[src/hw/rtl/rhp_pkg.sv]
`default_nettype none
// ----------------------------------------------------------------------------
// rhp_pkg
// Shared types and codes for the RTP header parser.
// ----------------------------------------------------------------------------
package rhp_pkg;

  localparam logic [3:0] CODE_ELEMENT   = 4'd0;
  localparam logic [3:0] CODE_OK        = 4'd1;
  localparam logic [3:0] CODE_TOO_LONG  = 4'd2;
  localparam logic [3:0] CODE_NOT_RTP   = 4'd3;
  localparam logic [3:0] CODE_CSRC      = 4'd4;
  localparam logic [3:0] CODE_XHDR      = 4'd5;
  localparam logic [3:0] CODE_XVAL      = 4'd6;
  localparam logic [3:0] CODE_NO_PAD    = 4'd7;
  localparam logic [3:0] CODE_PAD_ZERO  = 4'd8;
  localparam logic [3:0] CODE_PAD_BIG   = 4'd9;

  localparam logic [15:0] MAX_BYTES_RESET = 16'd1500;
  localparam logic [15:0] PROFILE_ONE_BYTE = 16'hBEDE;
  localparam logic [11:0] PROFILE_TWO_BYTE = 12'h100;

  typedef struct packed {
    logic [3:0]  result_code;
    logic [7:0]  ext_id;
    logic [15:0] ext_offset;
    logic [7:0]  ext_length;
    logic [6:0]  payload_type;
    logic        marker;
    logic [15:0] sequence_res;
    logic [31:0] timestamp;
    logic [31:0] source_id;
    logic [15:0] payload_offset;
    logic [15:0] payload_length;
    logic [7:0]  padding_length;
  } result_t;

  // Words produced by one input byte: up to two, element first.
  typedef struct packed {
    logic [1:0] count;
    result_t    word0;
    result_t    word1;
  } push_t;

endpackage

`default_nettype wire

[src/hw/rtl/rhp_front.sv]
`default_nettype none
// ----------------------------------------------------------------------------
// rhp_front
// Byte-wise packet walker: header capture, extension walk and verdict.
// ----------------------------------------------------------------------------
module rhp_front (
  input  wire logic           clk,
  input  wire logic           rst_n,
  input  wire logic           cfg_wr_en,
  input  wire logic [15:0]    cfg_wr_data,
  input  wire logic           take,
  input  wire logic [7:0]     byte_value,
  input  wire logic           is_last,
  output rhp_pkg::push_t      push
);
  import rhp_pkg::*;

  localparam logic [2:0] PH_FIXED   = 3'd0;
  localparam logic [2:0] PH_CSRC    = 3'd1;
  localparam logic [2:0] PH_XHDR    = 3'd2;
  localparam logic [2:0] PH_WALK    = 3'd3;
  localparam logic [2:0] PH_SKIP    = 3'd4;
  localparam logic [2:0] PH_PAYLOAD = 3'd5;
  localparam logic [2:0] PH_SINK    = 3'd6;

  localparam logic [3:0] FAIL_NONE  = 4'd0;

  logic [15:0] max_r;
  logic [15:0] cnt_r, cnt_nxt;
  logic [63:0] hdr_r, hdr_nxt;
  logic [31:0] src_r, src_nxt;
  logic [2:0]  ph_r, ph_nxt;
  logic [15:0] prof_r, prof_nxt;
  logic [16:0] aend_r, aend_nxt;
  logic [8:0]  rem_r, rem_nxt;
  logic [7:0]  pend_r, pend_nxt;
  logic [16:0] hend_r, hend_nxt;
  logic [3:0]  fail_r, fail_nxt;

  logic [16:0] pos1;
  logic [16:0] idx;
  logic [15:0] words;
  logic [18:0] xend;
  logic [3:0]  nib_id;
  logic [4:0]  nib_len;
  logic        el_valid;
  logic [7:0]  el_id;
  logic [7:0]  el_len;
  logic [7:0]  b0;
  logic [6:0]  csrc_end;
  logic [15:0] plen;
  logic [3:0]  code;
  result_t     el_w, vd_w;

  assign pos1    = {1'b0, cnt_r} + 17'd1;
  assign idx     = {1'b0, cnt_r} - hend_r;
  assign words   = {aend_r[7:0], byte_value};
  assign xend    = {2'b00, hend_r} + 19'd4 + {1'b0, words, 2'b00};
  assign nib_id  = byte_value[7:4];
  assign nib_len = {1'b0, byte_value[3:0]} + 5'd1;

  always_comb begin
    cnt_nxt  = cnt_r;
    hdr_nxt  = hdr_r;
    src_nxt  = src_r;
    ph_nxt   = ph_r;
    prof_nxt = prof_r;
    aend_nxt = aend_r;
    rem_nxt  = rem_r;
    pend_nxt = pend_r;
    hend_nxt = hend_r;
    fail_nxt = fail_r;
    el_valid = 1'b0;
    el_id    = '0;
    el_len   = '0;
    if (cnt_r == 16'hFFFF) begin
      fail_nxt = CODE_TOO_LONG;
    end else begin
      cnt_nxt = cnt_r + 16'd1;
    end
    case (ph_r)
      PH_FIXED: begin
        if (cnt_r < 16'd8) begin
          hdr_nxt = {hdr_r[55:0], byte_value};
        end else begin
          src_nxt = {src_r[23:0], byte_value};
        end
        if (cnt_r == 16'd0 && byte_value[7:6] != 2'b10) begin
          if (fail_r == FAIL_NONE) fail_nxt = CODE_NOT_RTP;
          ph_nxt = PH_SINK;
        end else if (cnt_r == 16'd11) begin
          hend_nxt = 17'd12 + {11'd0, hdr_r[59:56], 2'b00};
          if (hdr_r[59:56] != 4'd0) ph_nxt = PH_CSRC;
          else if (hdr_r[60]) ph_nxt = PH_XHDR;
          else ph_nxt = PH_PAYLOAD;
        end
      end
      PH_CSRC: begin
        if (pos1 >= hend_r) ph_nxt = hdr_r[60] ? PH_XHDR : PH_PAYLOAD;
      end
      PH_XHDR: begin
        if (idx < 17'd2) begin
          prof_nxt = {prof_r[7:0], byte_value};
        end else if (idx == 17'd2) begin
          aend_nxt = {9'd0, byte_value};
        end else begin
          aend_nxt = (xend > 19'h1FFFF) ? 17'h1FFFF : xend[16:0];
          hend_nxt = aend_nxt;
          rem_nxt  = '0;
          pend_nxt = '0;
          ph_nxt   = (words != 16'd0) ? PH_WALK : PH_PAYLOAD;
        end
      end
      PH_WALK: begin
        if (rem_r != 9'd0) begin
          rem_nxt = rem_r - 9'd1;
        end else if (pend_r != 8'd0) begin
          if ({1'b0, pos1} + {10'd0, byte_value} > {1'b0, aend_r}) begin
            ph_nxt = PH_SKIP;
          end else begin
            el_valid = 1'b1;
            el_id    = pend_r;
            el_len   = byte_value;
            rem_nxt  = {1'b0, byte_value};
          end
          pend_nxt = '0;
        end else if (prof_r == PROFILE_ONE_BYTE) begin
          if (nib_id == 4'd15) begin
            ph_nxt = PH_SKIP;
          end else if (nib_id != 4'd0) begin
            if ({1'b0, pos1} + {13'd0, nib_len} > {1'b0, aend_r}) begin
              ph_nxt = PH_SKIP;
            end else begin
              el_valid = 1'b1;
              el_id    = {4'd0, nib_id};
              el_len   = {3'd0, nib_len};
              rem_nxt  = {4'd0, nib_len};
            end
          end
        end else if (prof_r[15:4] == PROFILE_TWO_BYTE) begin
          pend_nxt = byte_value;
        end else begin
          ph_nxt = PH_SKIP;
        end
        if (pos1 >= aend_r) ph_nxt = PH_PAYLOAD;
      end
      PH_SKIP: begin
        if (pos1 >= aend_r) ph_nxt = PH_PAYLOAD;
      end
      default: begin
      end
    endcase
  end

  // Verdict on the updated packet state.
  assign b0       = hdr_nxt[63:56];
  assign csrc_end = 7'd12 + {1'b0, b0[3:0], 2'b00};

  always_comb begin
    plen = cnt_nxt - hend_nxt[15:0];
    if (fail_nxt == CODE_TOO_LONG || cnt_nxt > max_r) begin
      code = CODE_TOO_LONG;
    end else if (fail_nxt == CODE_NOT_RTP || cnt_nxt < 16'd12) begin
      code = CODE_NOT_RTP;
    end else if (cnt_nxt < {9'd0, csrc_end}) begin
      code = CODE_CSRC;
    end else if (b0[4] && cnt_nxt < {9'd0, csrc_end} + 16'd4) begin
      code = CODE_XHDR;
    end else if (b0[4] && {1'b0, cnt_nxt} < hend_nxt) begin
      code = CODE_XVAL;
    end else if (b0[5] && plen == 16'd0) begin
      code = CODE_NO_PAD;
    end else if (b0[5] && byte_value == 8'd0) begin
      code = CODE_PAD_ZERO;
    end else if (b0[5] && plen < {8'd0, byte_value}) begin
      code = CODE_PAD_BIG;
    end else begin
      code = CODE_OK;
    end
  end

  always_comb begin
    el_w             = '0;
    el_w.result_code = CODE_ELEMENT;
    el_w.ext_id      = el_id;
    el_w.ext_offset  = pos1[15:0];
    el_w.ext_length  = el_len;
    vd_w             = '0;
    vd_w.result_code = code;
    if (code == CODE_OK) begin
      vd_w.payload_type   = hdr_nxt[54:48];
      vd_w.marker         = hdr_nxt[55];
      vd_w.sequence_res   = hdr_nxt[47:32];
      vd_w.timestamp      = hdr_nxt[31:0];
      vd_w.source_id      = src_nxt;
      vd_w.payload_offset = hend_nxt[15:0];
      vd_w.payload_length = b0[5] ? plen - {8'd0, byte_value} : plen;
      vd_w.padding_length = b0[5] ? byte_value : 8'd0;
    end
    push.count = take ? ({1'b0, el_valid} + {1'b0, is_last}) : 2'd0;
    push.word0 = el_valid ? el_w : vd_w;
    push.word1 = vd_w;
  end

  always_ff @(posedge clk) begin
    if (!rst_n) begin
      max_r <= MAX_BYTES_RESET;
    end else if (cfg_wr_en) begin
      max_r <= cfg_wr_data;
    end
  end

  always_ff @(posedge clk) begin
    if (!rst_n || (take && is_last)) begin
      cnt_r  <= '0;
      hdr_r  <= '0;
      src_r  <= '0;
      ph_r   <= PH_FIXED;
      prof_r <= '0;
      aend_r <= '0;
      rem_r  <= '0;
      pend_r <= '0;
      hend_r <= '0;
      fail_r <= '0;
    end else if (take) begin
      cnt_r  <= cnt_nxt;
      hdr_r  <= hdr_nxt;
      src_r  <= src_nxt;
      ph_r   <= ph_nxt;
      prof_r <= prof_nxt;
      aend_r <= aend_nxt;
      rem_r  <= rem_nxt;
      pend_r <= pend_nxt;
      hend_r <= hend_nxt;
      fail_r <= fail_nxt;
    end
  end

endmodule

`default_nettype wire

[src/hw/rtl/rhp_queue.sv]
`default_nettype none
// ----------------------------------------------------------------------------
// rhp_queue
// Result queue: takes up to two words a cycle, hands out one.
// ----------------------------------------------------------------------------
module rhp_queue #(
  parameter int DEPTH = 4
) (
  input  wire logic           clk,
  input  wire logic           rst_n,
  input  wire rhp_pkg::push_t push,
  input  wire logic           pop,
  output logic                full,
  output logic                empty,
  output rhp_pkg::result_t    head
);
  import rhp_pkg::*;

  localparam int AW = $clog2(DEPTH);

  result_t     mem_r [DEPTH];
  logic [AW-1:0] wp_r, rp_r, wp1;
  logic [AW:0]   cnt_r, cnt_nxt;
  logic          do_pop;

  assign empty  = (cnt_r == '0);
  assign full   = (cnt_r > (AW+1)'(DEPTH - 2));
  assign head   = mem_r[rp_r];
  assign do_pop = pop && !empty;
  assign wp1    = wp_r + AW'(1);
  assign cnt_nxt = cnt_r + {{(AW-1){1'b0}}, push.count} - {{AW{1'b0}}, do_pop};

  always_ff @(posedge clk) begin
    if (push.count != 2'd0) mem_r[wp_r] <= push.word0;
    if (push.count == 2'd2) mem_r[wp1] <= push.word1;
  end

  always_ff @(posedge clk) begin
    if (!rst_n) begin
      wp_r  <= '0;
      rp_r  <= '0;
      cnt_r <= '0;
    end else begin
      wp_r  <= wp_r + AW'(push.count);
      if (do_pop) rp_r <= rp_r + AW'(1);
      cnt_r <= cnt_nxt;
    end
  end

endmodule

`default_nettype wire

[src/hw/rtl/rtp_header_parser_top.sv]
`default_nettype none
// ----------------------------------------------------------------------------
// rtp_header_parser_top
// Streaming RTP header and header-extension parser.
// ----------------------------------------------------------------------------
// Feed one packet byte per word on the in_ side; the front walker handles
// every byte in the cycle it is accepted, so a packet streams at one byte per
// clock while in_full is low. Each byte yields zero, one or two result words
// (an element word when an extension element header completes, a verdict word
// on the last byte); these go into a small result queue read from the out_
// side. in_full rises while the queue has fewer than two free slots, so the
// input only stalls when the consumer falls behind. A result word is queued
// the cycle after its byte is taken. Write cfg_wr_data with cfg_wr_en to set
// the longest accepted packet; write it only between packets.
// QUEUE_DEPTH must be a power of two, at least 4.
// ----------------------------------------------------------------------------
module rtp_header_parser_top #(
  parameter int QUEUE_DEPTH = 4
) (
  input  wire logic        clk,
  input  wire logic        rst_n,
  input  wire logic        cfg_wr_en,
  input  wire logic [15:0] cfg_wr_data,
  input  wire logic        in_push,
  output logic             in_full,
  input  wire logic [7:0]  in_byte_value,
  input  wire logic        in_is_last,
  output logic             out_empty,
  input  wire logic        out_pop,
  output logic [3:0]       out_result_code,
  output logic [7:0]       out_ext_id,
  output logic [15:0]      out_ext_offset,
  output logic [7:0]       out_ext_length,
  output logic [6:0]       out_payload_type,
  output logic             out_marker,
  output logic [15:0]      out_sequence_res,
  output logic [31:0]      out_timestamp,
  output logic [31:0]      out_source_id,
  output logic [15:0]      out_payload_offset,
  output logic [15:0]      out_payload_length,
  output logic [7:0]       out_padding_length
);
  import rhp_pkg::*;

  push_t   push;
  result_t head;
  logic    take;

  // Accept a byte only when the queue can hold two more words.
  assign take = in_push && !in_full;

  rhp_front u_front (
    .clk        (clk),
    .rst_n      (rst_n),
    .cfg_wr_en  (cfg_wr_en),
    .cfg_wr_data(cfg_wr_data),
    .take       (take),
    .byte_value (in_byte_value),
    .is_last    (in_is_last),
    .push       (push)
  );

  rhp_queue #(
    .DEPTH(QUEUE_DEPTH)
  ) u_queue (
    .clk  (clk),
    .rst_n(rst_n),
    .push (push),
    .pop  (out_pop),
    .full (in_full),
    .empty(out_empty),
    .head (head)
  );

  // Drive the oldest waiting word.
  assign out_result_code    = head.result_code;
  assign out_ext_id         = head.ext_id;
  assign out_ext_offset     = head.ext_offset;
  assign out_ext_length     = head.ext_length;
  assign out_payload_type   = head.payload_type;
  assign out_marker         = head.marker;
  assign out_sequence_res   = head.sequence_res;
  assign out_timestamp      = head.timestamp;
  assign out_source_id      = head.source_id;
  assign out_payload_offset = head.payload_offset;
  assign out_payload_length = head.payload_length;
  assign out_padding_length = head.padding_length;

endmodule

`default_nettype wire
[config.mk]
export PLATFORM = sky130hd
export DESIGN_NAME = rtp_header_parser_top
export DESIGN_NICKNAME = d
export VERILOG_FILES = /design/src/hw/rtl/rhp_pkg.sv /design/src/hw/rtl/rhp_front.sv /design/src/hw/rtl/rhp_queue.sv /design/src/hw/rtl/rtp_header_parser_top.sv
export SDC_FILE = /design/constraint.sdc
export NUM_CORES = 2
export LEC_CHECK = 0
export BUFFER_PORTS_ARGS = -buffer_cell sky130_fd_sc_hd__clkbuf_2
export CAP_MARGIN = 10
export CELL_PAD_IN_SITES_DETAIL_PLACEMENT = 1
export CELL_PAD_IN_SITES_GLOBAL_PLACEMENT = 1
export CORE_UTILIZATION = 38
export DETAILED_ROUTE_END_ITERATION = 8
export GPL_TIMING_DRIVEN = 0
export PLACE_DENSITY = 0.64
export SYNTH_ARGS = -nofsm -noshare
export SYNTH_HDL_FRONTEND = slang
export SYNTH_SLANG_ARGS = --single-unit
[constraint.sdc]
create_clock -name clk -period 8.8 [get_ports clk]
set_input_delay 0 -clock clk [delete_from_list [all_inputs] [get_ports clk]]
set_output_delay 0 -clock clk [all_outputs]
set_load 0.05 [all_outputs]
# Yosys cells after proc, flatten, opt, wreduce, memory -nomap -nowiden

Memory sizes are Yosys's and may differ from the RTL's. A register that Yosys moved wholly into a read port is not among the register bits.
Cells that the tools add are included.

Add/sub/neg operators: 20
$lt $le $gt $ge: 14
Equal/unequal tests: 33
Multiplexer cells: 95
Bitwise logic cells: 1
Reductions and logical operators: 34

Operators with widths:

| kind                  | count |
|---|---|
| $mux 8                | 21 |
| $mux 164              | 1 |
| $mux 128              | 1 |
| $mux 62               | 2 |
| $mux 17               | 6 |
| $mux 9                | 9 |
| $mux 32               | 2 |
| $mux 3                | 18 |
| $mux 4                | 13 |
| $gt 18x17->1          | 2 |
| $ge 17x17->1          | 2 |
| $pmux 17 s2           | 1 |
| $eq 16x16->1 const B  | 2 |
| $logic_not 16->1      | 2 |
| $lt 16x4->1 const B   | 2 |
| $mux 16               | 2 |
| $add 19x18->19        | 1 |
| $gt 19x17->1 const B  | 1 |
| $add 17x3->18 const B | 1 |
| $add 17x5->18         | 1 |
| $add 17x8->18         | 1 |
| $pmux 9 s2            | 1 |
| $add 16x1->17 const B | 1 |
| $eq 17x2->1 const B   | 1 |
| other kinds (62)      | 103 |

Flip-flop bits (word level): 207
Memory bits (writable): 656
Output and inout bits: 166
Word-level logic and storage cells: 212
Memories kept: 1

Memory list:

| name          | words | width | rd ports | clocked after memory_dff | write ports | RTL line        | RTL |
|---|---|---|---|---|---|---|---|
| u_queue.mem_r | 4     | 164   | 1        | 1                        | 2           | rhp_queue.sv:21 | `result_t mem_r [DEPTH];` |

# Depth between registers and ports, before layout

Depth in word-level cells: 21
Mapped depth: 36
Gate-level depth less buffers: 33

# By module

Synthesis repeated with hierarchy kept, for this count alone.

Cells, all modules: 4131
Area, all modules: 50636.1 sq um

Modules (own cells, without submodules):

| module                | times used | cells each | area each (sq um) | seq. area each (sq um) |
|---|---|---|---|---|
| rhp_queue             | 1          | 1634       | 31938.1           | 19879.1 |
| rhp_front             | 1          | 2496       | 18684.2           | 4003.8 |
| rtp_header_parser_top | 1          | 1          | 13.8              | 0.0 |

# Worst setup path before layout

OpenSTA, ideal clock, no wires.

Path kind: register -> register
From: reg u_front.cnt_r[0]
To: mem u_queue.mem_r[1][0] (netlist bit), enable pin
Arrival time: 8146 ps
Slack: 170 ps
Cell stages (with the launch flop): 28
Path through: dfxtp_1 clkbuf_1 inv_1 ha_1 ha_1 a21o_1 a21oi_1 o21bai_1 a21oi_1 o21bai_1 a21o_1 a21oi_1 nor2_1 xnor2_1 ha_1 nand4_1 a31oi_1 o31a_1 o32ai_1 o31a_1 buf_2 ha_1 nand2b_1 a21oi_1 nand2b_1 clkbuf_1 clkbuf_1 inv_1

RTL lines:

| item                     | RTL line         | RTL |
|---|---|---|
| start: declaration       | rhp_front.sv:29  | `logic [15:0] cnt_r, cnt_nxt;` |
| start signal: assignment | rhp_front.sv:226 | `cnt_r <= cnt_nxt;` |
| end: declaration         | rhp_queue.sv:21  |  |

==> metrics.md <==
| Metric | Value |
|---|---|
| Crit start category | register |
| Tcrit/Tclk final | 98.3% |
| Max Fclk | 0.116 GHz |
| Final hold violation count | 0 |
| Clk_lat worst skew | 720 ps |
| FILL cells | 12516 |
| Relative slew margins | 8.52% |
| Top post-synthesis cells by count | nor2_1, edfxtp_1, nand2_1 |
| Pin count of the biggest net entering global routing | 97 |
| Starting Density | 38.3% |
| Reg power frac | 33.7% |
| Routed Antenna Nets | 0 |
| Core area | 114000 um^2 |
| Vias | 34331 |
| Syn_nets | 4320 |
| Max-cap violations | 0 |
| Die height | 341 um |
| GRT Resource Usage Total | 27.1% |
| Max stage delay on crit path | 500 ps |
| R2R setup slack | 150 ps |
| Vias in the first global route | 34847 |
| Sw frac | 38.0% |
| Crit path top cell by count | buf_4 |
| Ys async rst share | 0% |
| Worst r2r path cells | 36 |
| Synth area leaders | edfxtp_1, dfxtp_1, mux4_2 |
| Min Tclk post-route | 8650 ps |
| Synth area leader | edfxtp_1 |
| Sequential-to-total area share from yosys stat | 51.6% |
| Top FF cell, synth | edfxtp_1 |
| Setup Viol. Count Final | 0 |
| CTS Buf Count | 97 |
| Clock skew | 64.4 ps |
| Worst Path Arrival | 9070 ps |
| Global-route wire length before repair | 234000 um |
| Max VDD drop | 155 uV |
| Max clock buf depth | 3 |
| Gate power share | 34.9% |
| Nets | 4676 |
| Violated checks | design-rule violations |
| Area grow syn2layout | 16.6% |
| Pint | 8.28 mW |
| Pwr Total | 13.3 mW |
| Detail Placement HPWL | 115000 um |
| Leak | 18.1 nW |
| Area after DPL | 46900 um^2 |
| Initial antenna violation count | 3 |
| Post-synth top area share | 36.2% |
| Detailed Routing Iterations Pass 1 | 8 |
| Status | finished with violations |
| Grt ovf | 0 |
| M1 GR Usage | 36.8% |
| Clock sinks | 865 |
| Rows | 124 |
| Count leader, synth | nor2_1 |
| Worst-path clk slew | 60 ps |
| Clk pwr share | 31.3% |
| Root buf cell | clkbuf_16 |
| Final cell count without fillers | 6056 |
| CTS HTree Levels | 3 |
| Worst-Margin Slew | 1370 ps |
| Hold Crit Start | in_is_last |
| WS Path Type | register to register |
| Mapped Avg Cell Area | 10.7 um^2 |
| Die X | 341 um |
| GRT busiest layer | met2 |
| Synth Register Bits | 865 |
| Final instance area | 51000 um^2 |
| FF-to-FF End | u_queue.mem_r[2][116] |
| DP Cell Count | 5818 |
| Worst hold endpoint | u_queue.wp_r[1] |
| Post-synthesis cell area | 43800 um^2 |
| Cell count of the worst hold path | 5 |
| Post-synth EDFFs | 528 |
| Slew Viols, Final | 0 |
| Synth warn | 0 |
| Layout cells sized above 1 | 15.4% |
| Total negative slack | 0 ps |
| I/O Buffers | 194 |
| Critical Path RT | 9230 ps |
| Vias per cell | 5.67 |
| I/O pins | 196 |
| Reg2reg start | u_front.cnt_r[0] |
| Netlist cell types | 96 |
| Grt met3 use | 3.62% |
| CTS tree | yes |
| Hold Crit Class | input pin to register |
| Die area | 117000 um^2 |
| DRC Markers | 1 |
| Antenna diodes | 0 |
| Worst Path Max Fanout | 10 |
| Psw | 5.07 mW |
| Final wirelength | 161000 um |
| Pwr Density | 261 nW/um^2 |
| M2 GR Usage | 44.7% |
| Cells after synthesis | 4103 |
| Crit. End Element | register |
| Drt wl/cell | 26.6 um |
| Initial DRC count | 2677 |
| GP Congestion | 0.931 |
| Slowest-stage cell, CP | fa_1 |
-- how the worst max path moves through the flow --
stage	start	to	slack [ps]	depth (start not counted)
detailed placement	u_front.cnt_r[0]	u_queue.mem_r[1][119]	-2380	34
global placement	in_byte_value[1]	u_queue.mem_r[1][115]	-4960	27
CTS	u_front.cnt_r[0]	u_queue.mem_r[2][116]	20	32
finish	u_front.cnt_r[0]	u_queue.mem_r[2][116]	150	36
floorplan	u_front.cnt_r[0]	u_queue.mem_r[1][0]	170	27
global route	u_front.cnt_r[0]	u_queue.mem_r[2][116]	-60	36
-- stage by stage --
step                hold WS, ps  worst slack, ps  util (%)
floorplan                   128              170         -
global placement            269            -4960      40.8
detailed placement          286            -2380      41.0
CTS                        94.7             24.5      44.4
global route                143            -59.2      44.6
finish                      137              153      44.6
-- layout by cell type (no fill, tap or decap), types with 16 or more instances in the layout --
| master | Yosys | layout |
|---|---|---|
| a211oi_1 | 28 | 28 |
| a21o_1 | 31 | 31 |
| a21oi_1 | 223 | 219 |
| a22o_1 | 16 | 16 |
| and2_1 | 24 | 24 |
| buf_1 | 28 | 28 |
| buf_2 | 39 | 37 |
| buf_4 | 22 | 49 |
| clkbuf_1 | 153 | 159 |
| clkbuf_16 | 0 | 100 |
| clkbuf_2 | 0 | 205 |
| clkinv_1 | 2 | 22 |
| clkinv_2 | 0 | 18 |
| dfxtp_1 | 337 | 335 |
| dlygate4sd3_1 | 0 | 26 |
| edfxtp_1 | 528 | 528 |
| ha_1 | 180 | 180 |
| inv_1 | 135 | 129 |
| mux2i_1 | 130 | 127 |
| mux4_2 | 164 | 164 |
| nand2_1 | 508 | 507 |
| nand2b_1 | 27 | 27 |
| nand3_1 | 44 | 43 |
| nand4_1 | 32 | 32 |
| nor2_1 | 579 | 578 |
| nor2b_1 | 32 | 32 |
| nor3_1 | 168 | 165 |
| nor4_1 | 27 | 26 |
| o211ai_1 | 19 | 19 |
| o21ai_0 | 207 | 206 |
| or3_1 | 78 | 78 |
| xnor2_1 | 74 | 69 |
| xor2_1 | 33 | 29 |
-- routing by layer --
metal | routed length [um] | vias up
met5 | 0 | -
met4 | 5150 | 0
met1 | 69900 | 17512
met2 | 77200 | 1006
met3 | 8940 | 232
li1 | - | 15581
-- worst max-delay path: cells and delay by family, from the launching register on --
| family | cells | cell delay, ps |
|---|---|---|
| adder cells (fa/ha/maj) | 5 | 1770 |
| AO/OA/AOI/OAI | 11 | 2760 |
| XOR/XNOR | 2 | 510 |
| AND/OR/NAND/NOR | 8 | 1120 |
| flip-flops | 1 | 350 |
| buffers and inverters | 10 | 1850 |
-- sequential cells by signal, indices dropped and copies added, names as in the netlist, named ones only --
register,cells
u_front.aend_r,17
u_front.cnt_r,16
u_front.fail_r,4
u_front.hdr_r,62
u_front.hend_r,17
u_front.max_r,16
u_front.pend_r,8
u_front.ph_r,3
u_front.prof_r,16
u_front.rem_r,9
u_front.src_r,32
u_queue.cnt_r,3
u_queue.mem_r,656
u_queue.rp_r,2
u_queue.wp_r,2
-- repair_timing --
item / in CTS / in global routing
setup endpoints to repair: 979 / 891
buffers inserted: 11 / 13
pin swaps: 6 / 3
hold buffers: 26 / 0
gates cloned: 0 / 3
resized for setup: 45 / 42
endpoints found under the hold margin: 23 / 0
-- cell families after synthesis --
family,after synthesis,share of synthesized area [%]
compound gates,667,9.33
flops,865,51.6
other cells,1,0.00856
xor+xnor,107,2.14
simple gates,1593,16.2
fa+ha+maj,187,5.46
buf+inv,384,3.68
mux,299,11.5
-- cell type report --
cell class                 instances  area, um^2  share of cell area, %
sequential                       865       22600                   44.3
multi-input combinational       2854       19900                   39.0
clock buffer                     126        2640                   5.17
tap                             1512        1890                   3.71
timing repair buffer             257        1650                   3.24
buffer                           246        1140                   2.23
clock inverter                    58         643                   1.26
inverter                         137         567                   1.11
timing repair inverter             1        8.76                 0.0172
-- power groups by stage --
stage,registers (mW),clock network (mW),logic (mW)
6_report,4.50,4.18,4.66
5_1_grt,4.51,4.37,4.92
4_1_cts,4.50,4.23,4.60
3_5_place_dp,4.58,0,4.51
3_3_place_gp,4.60,0,4.46
2_1_floorplan,4.56,0,3.13
(Power assumes the default switching activity.)
